[src/rtl/core/ffa_pkg.sv]
`timescale 1ns / 1ps
// ----------------------------------------------------------------------------
// ffa_pkg: shared types and codes for the first-fit allocator
// Result kinds, controller states, controller command and datapath status structs.
// ----------------------------------------------------------------------------
package ffa_pkg;

  localparam int unsigned AddrW = 16;
  localparam int unsigned OwnW  = 8;
  localparam logic [15:0] MemSizeReset = 16'd1024;

  typedef enum logic [2:0] {
    KIND_EVICTED   = 3'd0,
    KIND_ALLOCATED = 3'd1,
    KIND_FAILED    = 3'd2,
    KIND_UPD_DONE  = 3'd3,
    KIND_UPD_MISS  = 3'd4
  } kind_e;

  typedef enum logic [2:0] {
    ST_IDLE,
    ST_SCAN,
    ST_SHIFT,
    ST_EMIT,
    ST_WAIT
  } state_e;

  typedef enum logic [2:0] {
    OP_NONE,
    OP_SCAN_ALLOC,
    OP_SCAN_VICTIM,
    OP_UPDATE,
    OP_SHIFT
  } op_e;

  typedef struct packed {
    op_e  op;
    logic start;
  } ctl_cmd_t;

  typedef struct packed {
    logic done;
    logic emit;
    logic fin;
  } dp_status_t;

endpackage

[src/rtl/core/ffa_ctrl.sv]
`timescale 1ns / 1ps
// ----------------------------------------------------------------------------
// ffa_ctrl: allocator sequencer
// Steps the datapath through scan, shift and result phases of one item.
// ----------------------------------------------------------------------------
module ffa_ctrl import ffa_pkg::*; (
  input  logic       clk_i,
  input  logic       rst_ni,
  input  logic       in_fire_i,
  input  logic       out_fire_i,
  input  dp_status_t status_i,
  output ctl_cmd_t   cmd_o,
  output logic       busy_o,
  output logic       out_valid_o
);

  state_e state_q, state_d;

  always_ff @(posedge clk_i or negedge rst_ni) begin
    if (!rst_ni) begin
      state_q <= ST_IDLE;
    end else begin
      state_q <= state_d;
    end
  end

  always_comb begin
    state_d = state_q;
    unique case (state_q)
      ST_IDLE: if (in_fire_i) state_d = ST_SCAN;
      ST_SCAN: if (status_i.done) state_d = status_i.emit ? ST_EMIT : ST_SHIFT;
      ST_SHIFT: if (status_i.done) state_d = status_i.emit ? ST_EMIT : ST_SCAN;
      ST_EMIT: if (out_fire_i) state_d = status_i.fin ? ST_IDLE : ST_SHIFT;
      ST_WAIT: state_d = ST_IDLE;
      default: state_d = ST_IDLE;
    endcase
  end

  always_comb begin
    cmd_o.start  = 1'b0;
    cmd_o.op     = OP_NONE;
    busy_o       = 1'b1;
    out_valid_o  = 1'b0;
    unique case (state_q)
      ST_IDLE: begin
        busy_o      = 1'b0;
        cmd_o.start = in_fire_i;
      end
      ST_SCAN: cmd_o.op = OP_SCAN_ALLOC;
      ST_SHIFT: cmd_o.op = OP_SHIFT;
      ST_EMIT: out_valid_o = 1'b1;
      ST_WAIT: cmd_o.op = OP_NONE;
      default: cmd_o.op = OP_NONE;
    endcase
  end

endmodule

[config.mk]
export PLATFORM = sky130hd
export DESIGN_NAME = ffa_ctrl
export DESIGN_NICKNAME = d
export VERILOG_FILES = /design/src/rtl/core/ffa_pkg.sv /design/src/rtl/core/ffa_ctrl.sv
export SDC_FILE = /design/constraint.sdc
export NUM_CORES = 1
export LEC_CHECK = 0
export BUFFER_PORTS_ARGS = -buffer_cell sky130_fd_sc_hd__buf_2
export CAP_MARGIN = 10
export CORE_AREA = 5 5 42 44
export DETAILED_ROUTE_END_ITERATION = 16
export DIE_AREA = 0 0 47 49
export PLACE_DENSITY_LB_ADDON = 0.15
export SYNTH_ARGS = -nofsm -noshare
export SYNTH_HDL_FRONTEND = slang
export SYNTH_SLANG_ARGS = --single-unit
[constraint.sdc]
create_clock -name clk_i -period 2.1 [get_ports clk_i]
set_input_delay 0.42 -clock clk_i [delete_from_list [all_inputs] [get_ports clk_i]]
set_output_delay 0.42 -clock clk_i [all_outputs]
set_load 0.005 [all_outputs]
== Word level (Yosys, flattened, before mapping) ==
Cells that the tools add are included.

* Bits in registers: 3
* Bits of input ports: 7

* Eq/ne operators: 7
* Mux-type cells: 12
* Reductions and logical operators: 2

{| class="wikitable"
|+ Operator list
! cell !! count
|-
| $mux W3 || 4
|-
| $pmux W3 S4 || 1
|-
| $ne A2 B2 Y1 const B || 4
|-
| $eq A3 B2 Y1 const B || 2
|-
| $pmux W3 S2 || 1
|-
| $mux W1 || 4
|-
| $mux W2 || 2
|-
| $reduce_and A4 Y1 || 1
|-
| $eq A3 B1 Y1 const B || 1
|-
| $logic_not A3 Y1 || 1
|}

== Longest topological paths before layout ==
Gate-level depths: netlist of run 1.

* Word-level depth: 3
* Gate-level depth with buffers: 2
* Gate-level depth less buffers: 2

== Least setup slack after synthesis of run 1 ==
No wires, ideal clock.

* Kind: register to output
* Start point: reg state_q[0]
* End point: out cmd_o[0] in the netlist's numbering
* Arrival time: 0.831 ns
* Required time: 1.680 ns
* Slack: 0.849 ns
* Stages on the path, launching flop included: 3
* Path buffers: 0
* Path through: dfrtp_1 -> or2_2 -> nor2_1

{| class="wikitable"
|+ RTL lines
! item !! RTL line !! source
|-
| start: declaration || ffa_ctrl.sv:17 || <nowiki>state_e state_q, state_d;</nowiki>
|-
| start signal: assignment || ffa_ctrl.sv:23 || <nowiki>state_q <= state_d;</nowiki>
|-
| end: declaration || ffa_ctrl.sv:12 || <nowiki>output ctl_cmd_t cmd_o,</nowiki>
|}

==> results_dict.tcl, run 1 <==
set metrics [dict create \
    clock_sinks 2 \
    cts.path.max_buffers 2 \
    first_global_vias 171 \
    postCtsSetupBuffers 0 \
    clkTransAtPathRegs_ns 0.03 \
    endpoint_kind "output pin" \
    async_flop_share_pct 100.0 \
    largest_register_ffs 2 \
    num_antenna_cells 0 \
    reg.largest.list "state_q: 2 flops" \
    maxCapViolations 0 \
    drc 0 \
    final_util_pct 17.86 \
    vias 151 \
    power.total_mw 0.3103 \
    rows 14 \
    synthesis.nets 23 \
    synth_top_area_share_pct 33.33 \
    reg2reg_slack_ns 1.02 \
    crit_path_top_delay_cell "dfrtp_1" \
    crit_chain "or2_2 > nor2_1 > buf_2" \
    dp_hpwl_um 339.2 \
    peakVddDrop_v 0.0002489 \
    power_density_nw_per_um2 1240 \
    fmax_ghz 0.6360 \
    share_comb_of_total_power_pct 43.9 \
    yosys.area.top_type "dfrtp_1" \
    grtUsageTotal_pct 4.228 \
    yosys-top-cells-count "dfrtp_1 (2), inv_1 (2), nor2b_1 (2)" \
    wire_per_inst_um 8.674 \
    cp.depth 3 \
    first_iter_violations 1 \
    start_kind "register" \
    port_buffers 11 \
    seqPwrFrac_pct 29.0 \
    core_area_um2 1401 \
    first_pass_iters 2 \
    final_cells 46 \
    synth_area_um2 150.1 \
    p_sw_share_pct 32.22 \
    crit_fanout 7 \
    synthTopCellsByArea "dfrtp_1 (33%), mux4_2 (15%), nor2b_1 (8.3%)" \
    insertion_delay_ns 0.22 \
    status "completed" \
    setup_viol 0 \
    internal_power_mw 0.2103 \
    drv_slew 0 \
    worst-setup-path-type "reg2out" \
    synth_edf_count 0 \
    rsz0062_at_grt "false" \
    endpoint "cmd_o[0]" \
    synth_flop_cell "dfrtp_1" \
    ys_ff_latch 2 \
    power.share.clock_pct 27.1 \
    setup_tns_ns 0 \
    drive_gt1_share_pct 56.67 \
    largest_register "state_q" \
    crit_family "flip-flops" \
    startpoint "state_q[0]$_DFFE_PN0P_" \
    grt_max_degree 8 \
    cts_buffers 3 \
    layout.nets 39 \
    ys_seq_area_share_pct 33.33 \
    ant_nets 0 \
    pin_count 13 \
    tritoncts "built" \
    min_period_ns 1.572 \
    slowest_delay_ns 0.43 \
    hold_viol 0 \
    reg2reg_depth 1 \
    cts-root-buf "clkbuf_4" \
    initial_utilization_pct 10.71 \
    grt_pass1_wl_um 607 \
    die-height_um 49 \
    dieArea_um2 2303 \
    critPathRequiredTime_ns 1.68 \
    vias_per_cell 3.283 \
    hold_path_class "in2reg" \
    antenna_found_initial 0 \
    p_switching_mw 0.09998 \
    gp_congestion 0.6905 \
    grt-ovfl-total 0 \
    arrival_ns 1.15 \
    r2r_start "state_q[0]$_DFFE_PN0P_" \
    fp.dieW_um 47 \
    drt_wl_total_um 399 \
    timing.final.crit_share_pct 74.87 \
    area_growth_pct 66.67 \
    htreeDepth 1 \
    ys_types 13 \
    fillCellCount 166 \
    dp.cells 42 \
    ys.warnings.count 0 \
    syn_area_per_cell_um2 9.384 \
    cp.buffers_inverters 1 \
    rr_endpoint "state_q[0]$_DFFE_PN0P_" \
    synthesis.instances 16 \
    fin_worst_skew_ns 0.002781 \
    power_leakage_nw 0.1262 \
]
## what timing repair did
item,CTS,global route
resized for setup,0,0
hold buffers,1,0
hold endpoints to repair,2,0
setup endpoints to repair,0,0
## stage by stage
| step | setup slack, ns | hold WS, ns | instance area (µm²) |
|---|---|---|---|
| after CTS | 0.4985 | 0.4024 | 250.2 |
| after global placement | 0.7594 | 0.2081 | 217.7 |
| after detailed placement | 0.7445 | 0.2066 | 217.7 |
| after global routing | 0.4353 | 0.3974 | 250.2 |
| final | 0.5278 | 0.4030 | 250.2 |
| after floorplan | 0.8489 | 0.1244 | 150.1 |
## metal layers
| metal | up-vias | share of wire (%) | track usage [%] |
|---|---|---|---|
| met5 | - | 0 | 0 |
| met4 | 0 | 0 | 8.295 |
| met3 | 0 | 13 | 0 |
| met2 | 11 | 38 | 4.072 |
| met1 | 60 | 49 | 5.286 |
| li1 | 80 | - | - |
## power groups by stage
stage	Sequential [mW]	Clock [mW]	Combinational [mW]
floorplan	0.0838	0	0.0848
global placement	0.0906	0	0.139
detailed placement	0.0917	0	0.139
CTS	0.0915	0.0908	0.141
global route	0.0961	0.0965	0.150
finish	0.0898	0.0842	0.136
## cells in the final DEF (no fill, tap or decap), drive strengths merged
cell type and instances:
mux4 1, a21oi 1, or2 1, dfrtp 2
buf 11, nand2b 1, nor3b 1, and2 1
inv 2, nor2b 2, nor2 1, clkbuf 3
dlygate4sd3 1, conb 1, a311oi 1
## worst min path at each step
stage	cells after the start	endpoint	from	slack (ns)
2_1_floorplan	0	state_q[0]$_DFFE_PN0P_	rst_ni	0.12
3_5_place_dp	1	state_q[0]$_DFFE_PN0P_	rst_ni	0.21
3_3_place_gp	1	state_q[0]$_DFFE_PN0P_	rst_ni	0.21
4_1_cts	2	state_q[1]$_DFFE_PN0P_	status_i[0]	0.40
5_1_grt	2	state_q[1]$_DFFE_PN0P_	status_i[0]	0.40
6_report	2	state_q[1]$_DFFE_PN0P_	status_i[0]	0.40
## cell type report
| class | count | area (µm²) | share of cell area, % |
|---|---|---|---|
| timing repair buffer | 12 | 65.06 | 26.00 |
| sequential | 2 | 50.05 | 20.00 |
| multi-input combinational | 11 | 85.08 | 34.00 |
| clock buffer | 3 | 22.52 | 9.000 |
| tap | 16 | 20.02 | 8.000 |
| inverter | 2 | 7.507 | 3.000 |
## cell families after synthesis
| kind of cell | Yosys count | share of synthesized area [%] |
|---|---|---|
| simple gates | 7 | 30.00 |
| other cells | 1 | 2.498 |
| flops | 2 | 33.33 |
| buf+inv | 3 | 10.00 |
| mux | 1 | 15.00 |
| compound gates | 2 | 9.165 |
No activity file was read; power rests on OpenSTA's default activity.
==> run 2, diff against run 1 <==
--- a/config.mk
+++ b/config.mk
@@ -5,6 +5,7 @@
 export SDC_FILE = /design/constraint.sdc
 export NUM_CORES = 1
 export LEC_CHECK = 0
+export ABC_AREA = 1
 export BUFFER_PORTS_ARGS = -buffer_cell sky130_fd_sc_hd__buf_2
 export CAP_MARGIN = 10
 export CORE_AREA = 5 5 42 44
==> constraint.sdc (replaced) <==
create_clock -name clk_i -period 1.6 [get_ports clk_i]
set_input_delay 0.32 -clock clk_i [delete_from_list [all_inputs] [get_ports clk_i]]
set_output_delay 0.32 -clock clk_i [all_outputs]
set_load 0.005 [all_outputs]
==> results_dict.tcl, run 2 <==
set metrics [dict create \
    holdWs_ns 0.4183 \
    worst-setup-path-type "reg2out" \
    power.total_mw 0.5269 \
    arrival_ns 1.08 \
    dp_hpwl_um 409.3 \
    rsz0062_at_grt "false" \
    synth_top_family_by_area "simple AND/OR/NAND/NOR gates" \
    insertion_delay_ns 0.22 \
    synthTopCellsByArea "dfrtp_1 (26%), nand2_1 (23%), inv_1 (12%)" \
    fp.dieW_um 47 \
    ys_seq_area_share_pct 25.97 \
    reg2reg_depth 6 \
    synth_area_um2 192.7 \
    dieArea_um2 2303 \
    port_buffers 11 \
    endpoint_kind "output pin" \
    ys.warnings.count 0 \
    crit_fanout 6 \
    seqCellArea_um2 50.05 \
    fin_worst_skew_ns 0.0006876 \
    peakVddDrop_v 0.0003919 \
    synth_flop_cell "dfrtp_1" \
    drive_gt1_share_pct 40.43 \
    r2r_start "state_q[1]$_DFFE_PN0P_" \
    grtUsageTotal_pct 5.704 \
    first_iter_violations 0 \
    cts-root-buf "clkbuf_4" \
    maxCapViolations 0 \
    drc 0 \
    fmax_ghz 0.7130 \
    htreeDepth 1 \
    grt-ovfl-total 0 \
    drt_wl_total_um 513 \
    synthesis.instances 33 \
    area_growth_pct 51.95 \
    yosys.area.top_type "dfrtp_1" \
    pin_count 13 \
    antenna_found_initial 0 \
    first_global_vias 224 \
    synthesis.nets 40 \
    hold_viol 0 \
    synth_xor_area_share_pct 0 \
    final_cells 63 \
    syn_area_per_cell_um2 5.839 \
    largest_register "state_q" \
    drv_slew 0 \
    rr_endpoint "state_q[1]$_DFFE_PN0P_" \
    finalWorstSetupSlack_ns 0.1974 \
    critPathRequiredTime_ns 1.28 \
    crit_family "flip-flops" \
    grt_max_degree 8 \
    initial_utilization_pct 13.75 \
    setup_tns_ns 0 \
    yosysMostFrequentCell "nand2_1" \
    status "completed" \
    crit_path_top_delay_cell "dfrtp_1" \
    power_density_nw_per_um2 1800 \
    min_period_ns 1.403 \
    clock_sinks 2 \
    die-height_um 49 \
    postCtsSetupBuffers 0 \
    cts.path.max_buffers 2 \
    reg2reg_slack_ns 0.53 \
    start_kind "register" \
    cp.depth 4 \
    ant_nets 0 \
    tritoncts "built" \
    multi_input_area_um2 108.9 \
    synth_compound_area_share_pct 0 \
    fillCellCount 181 \
    synth_edf_count 0 \
    holdBufCountCts 1 \
    power_leakage_nw 0.1912 \
    async_flop_share_pct 100.0 \
    timing.final.crit_share_pct 87.66 \
    cts_buffers 3 \
    grt_pass1_wl_um 890 \
    layout.nets 56 \
    clkTransAtPathRegs_ns 0.03 \
    hold_path_class "in2async" \
    ys_types 11 \
    ys_ff_latch 2 \
    yosys-top-cells-count "nand2_1 (12), inv_1 (6), nand3_1 (4)" \
    first_pass_iters 1 \
    setup_viol 0 \
    crit_chain "inv_1 > nand2_2 > nor2_1 > buf_2" \
    final_common_cell "nand2_1" \
    rows 14 \
    reg.largest.list "state_q: 2 flops" \
    gp_congestion 0.6082 \
    synth_top_area_share_pct 25.97 \
    mostFrequentLayoutCells "nand2_1 (12), buf_2 (11), inv_1 (6)" \
    dp.cells 59 \
    cp.buffers_inverters 2 \
    synth-adder-area-share_pct 0 \
    synth-simple-area-share_pct 54.55 \
    num_antenna_cells 0 \
    post-place-ws_ns 0.4210 \
    core_area_um2 1401 \
    ctsResizeCount 0 \
    vias_per_cell 3.556 \
    synthMuxAreaShare_pct 0 \
    wire_per_inst_um 8.143 \
    largest_register_ffs 2 \
    vias 224 \
    slowest_delay_ns 0.43 \
]
-- run 2: worst max-delay path by stage --
stage	slack [ns]	startpoint	end
floorplan	0.56	state_q[1]$_DFFE_PN0P_	cmd_o[0]
global placement	0.41	state_q[1]$_DFFE_PN0P_	cmd_o[0]
detailed placement	0.42	state_q[1]$_DFFE_PN0P_	cmd_o[0]
CTS	0.18	state_q[1]$_DFFE_PN0P_	cmd_o[0]
global route	0.08	state_q[1]$_DFFE_PN0P_	cmd_o[0]
finish	0.20	state_q[1]$_DFFE_PN0P_	cmd_o[0]
-- run 2: kinds of logic (layout without fill, tap and decap cells) --
group	Yosys count	after routing
flops	2	2
buf+inv	8	22
simple gates	22	22
other cells	1	1
-- run 2: layer usage --
layer	vias up	GRT usage (%)	part of all wire (%)
met3	0	3.321	9.9
li1	123	-	-
met1	94	5.934	42
met5	-	0	0
met2	7	7.466	48
met4	0	5.530	0
-- run 2: final cells by class --
class	instances	share of cell area, %
multi-input cells	23	37.18
inverters	7	8.974
flip-flops and latches	2	17.09
repair buffers	12	22.22
clock buffers	3	7.692
well taps	16	6.838
-- run 2: power by group --
group / switching [mW] / leakage, nW / internal, mW
registers: 0.0488 / 0.0239 / 0.0783
clock network: 0.0286 / 0.0138 / 0.0828
logic: 0.165 / 0.153 / 0.123
-- run 2: stage by stage --
step	cell area (µm²)	utilization [%]
floorplan	192.7	-
global placement	260.3	18.57
detailed placement	260.3	18.57
CTS	292.8	20.89
global route	292.8	20.89
finish	292.8	20.89
-- run 2: worst register-to-register path, cell delays in order (launching register included) --
cell and delay, ns:
dfrtp_1 0.43, inv_1 0.16, nand3_1 0.12, nand2_1 0.08
inv_1 0.05, nand3_1 0.06, nand2_1 0.06
==> run 3, diff against run 2 <==
--- a/config.mk
+++ b/config.mk
@@ -6,7 +6,7 @@
 export NUM_CORES = 1
 export LEC_CHECK = 0
 export ABC_AREA = 1
-export BUFFER_PORTS_ARGS = -buffer_cell sky130_fd_sc_hd__buf_2
+export BUFFER_PORTS_ARGS = -buffer_cell sky130_fd_sc_hd__clkbuf_2
 export CAP_MARGIN = 10
 export CORE_AREA = 5 5 42 44
 export DETAILED_ROUTE_END_ITERATION = 16
==> results_dict.tcl, run 3 (same netlist as run 2, synthesis figures left out) <==
set metrics [dict create \
    endpoint_kind "output pin" \
    fillCellCount 170 \
    largest_register_ffs 2 \
    insertion_delay_ns 0.22 \
    first_global_vias 251 \
    worst-setup-path-type "reg2out" \
    grt-ovfl-total 0 \
    grt_max_degree 8 \
    num_antenna_cells 0 \
    cts-root-buf "clkbuf_4" \
    antenna_found_initial 0 \
    grtUsageTotal_pct 5.775 \
    largest_register "state_q" \
    maxCapViolations 0 \
    peakVddDrop_v 0.0004361 \
    core_area_um2 1401 \
    vias_per_cell 3.667 \
    dieArea_um2 2303 \
    drv_slew 0 \
    power_leakage_nw 0.1913 \
    holdWs_ns 0.4269 \
    fin_worst_skew_ns 0.0008596 \
    htreeDepth 1 \
    final_common_cell "nand2_1" \
    first_iter_violations 1 \
    wire_per_inst_um 8.413 \
    mostFrequentLayoutCells "nand2_1 (12), clkbuf_2 (11), inv_1 (6)" \
    timing.final.crit_share_pct 89.36 \
    fmax_ghz 0.6994 \
    first_pass_iters 4 \
    start_kind "register" \
    arrival_ns 1.11 \
    crit_fanout 6 \
    gp_congestion 0.6234 \
    grt_pass1_wl_um 938 \
    clkTransAtPathRegs_ns 0.03 \
    reg2reg_slack_ns 0.51 \
    min_period_ns 1.430 \
    hold_viol 0 \
    hold_path_class "in2async" \
    tritoncts "built" \
    port_buffers 11 \
    layout.nets 56 \
    initial_utilization_pct 13.75 \
    clock_sinks 2 \
    critPathRequiredTime_ns 1.28 \
    cts_buffers 3 \
    power_density_nw_per_um2 1807 \
    status "completed" \
    reg.largest.list "state_q: 2 flops" \
    fp.dieW_um 47 \
    cts.path.max_buffers 2 \
    vias 231 \
    dp_hpwl_um 432.9 \
    ant_nets 0 \
    pin_count 13 \
    drive_gt1_share_pct 40.43 \
    drc 0 \
    rows 14 \
    setup_viol 0 \
    drt_wl_total_um 530 \
    die-height_um 49 \
    rsz0062_at_grt "false" \
    area_growth_pct 51.95 \
    setup_tns_ns 0 \
]
==> run 3: report_power, final <==
group	internal (mW)	leakage, nW	switching [mW]	total [mW]
clock network	0.0826	0.0138	0.0267	0.109
logic	0.123	0.154	0.170	0.293
registers	0.0783	0.0239	0.0487	0.127
total	0.284	0.191	0.245	0.529
==> run 3: worst paths after layout <==
path,from,end,cells after the start
max reg2reg,state_q[1]$_DFFE_PN0P_,state_q[0]$_DFFE_PN0P_,6
max in group asynchronous,rst_ni,state_q[0]$_DFFE_PN0P_,2
min reg2reg,state_q[1]$_DFFE_PN0P_,state_q[1]$_DFFE_PN0P_,2
min,rst_ni,state_q[1]$_DFFE_PN0P_,2
max,state_q[1]$_DFFE_PN0P_,cmd_o[0],4
min in group clk_i,status_i[1],state_q[1]$_DFFE_PN0P_,5
==> run 3: layer usage <==
layer	GRT usage (%)	wire length, µm	vias up
met1	6.593	209	100
met2	8.371	271	7
li1	-	-	124
met3	1.107	50	0
met4	5.530	0	0
met5	0	0	-
==> run 3: worst max-delay path: stages, from the launching register on <==
cell	delay, ns
dfrtp_1	0.43
inv_1	0.16
nand2_2	0.09
nor2_1	0.10
clkbuf_2	0.12
==> run 3: what timing repair did <==
action                    4_1_cts  5_1_grt
hold endpoints to repair        2        0
gates resized for setup         0        0
hold buffers                    1        0
buffers inserted                0        0
==> run 3: layout make-up <==
type,count,area [µm²],area share (%)
multi-input combinational,23,108.9,37.18
timing repair buffer,12,65.06,22.22
sequential,2,50.05,17.09
inverter,7,26.28,8.974
clock buffer,3,22.52,7.692
tap,16,20.02,6.838
==> run 3: metrics by stage <==
step,setup WS (ns),instances,instance area [µm²],power (mW),util [%]
2_1_floorplan,0.5552,33,192.7,0.3168,-
3_3_place_gp,0.4030,59,260.3,0.4281,18.57
3_5_place_dp,0.3965,59,260.3,0.4274,18.57
4_1_cts,0.1490,63,292.8,0.5486,20.89
5_1_grt,0.06878,63,292.8,0.6080,20.89
6_report,0.1703,63,292.8,0.5289,20.89
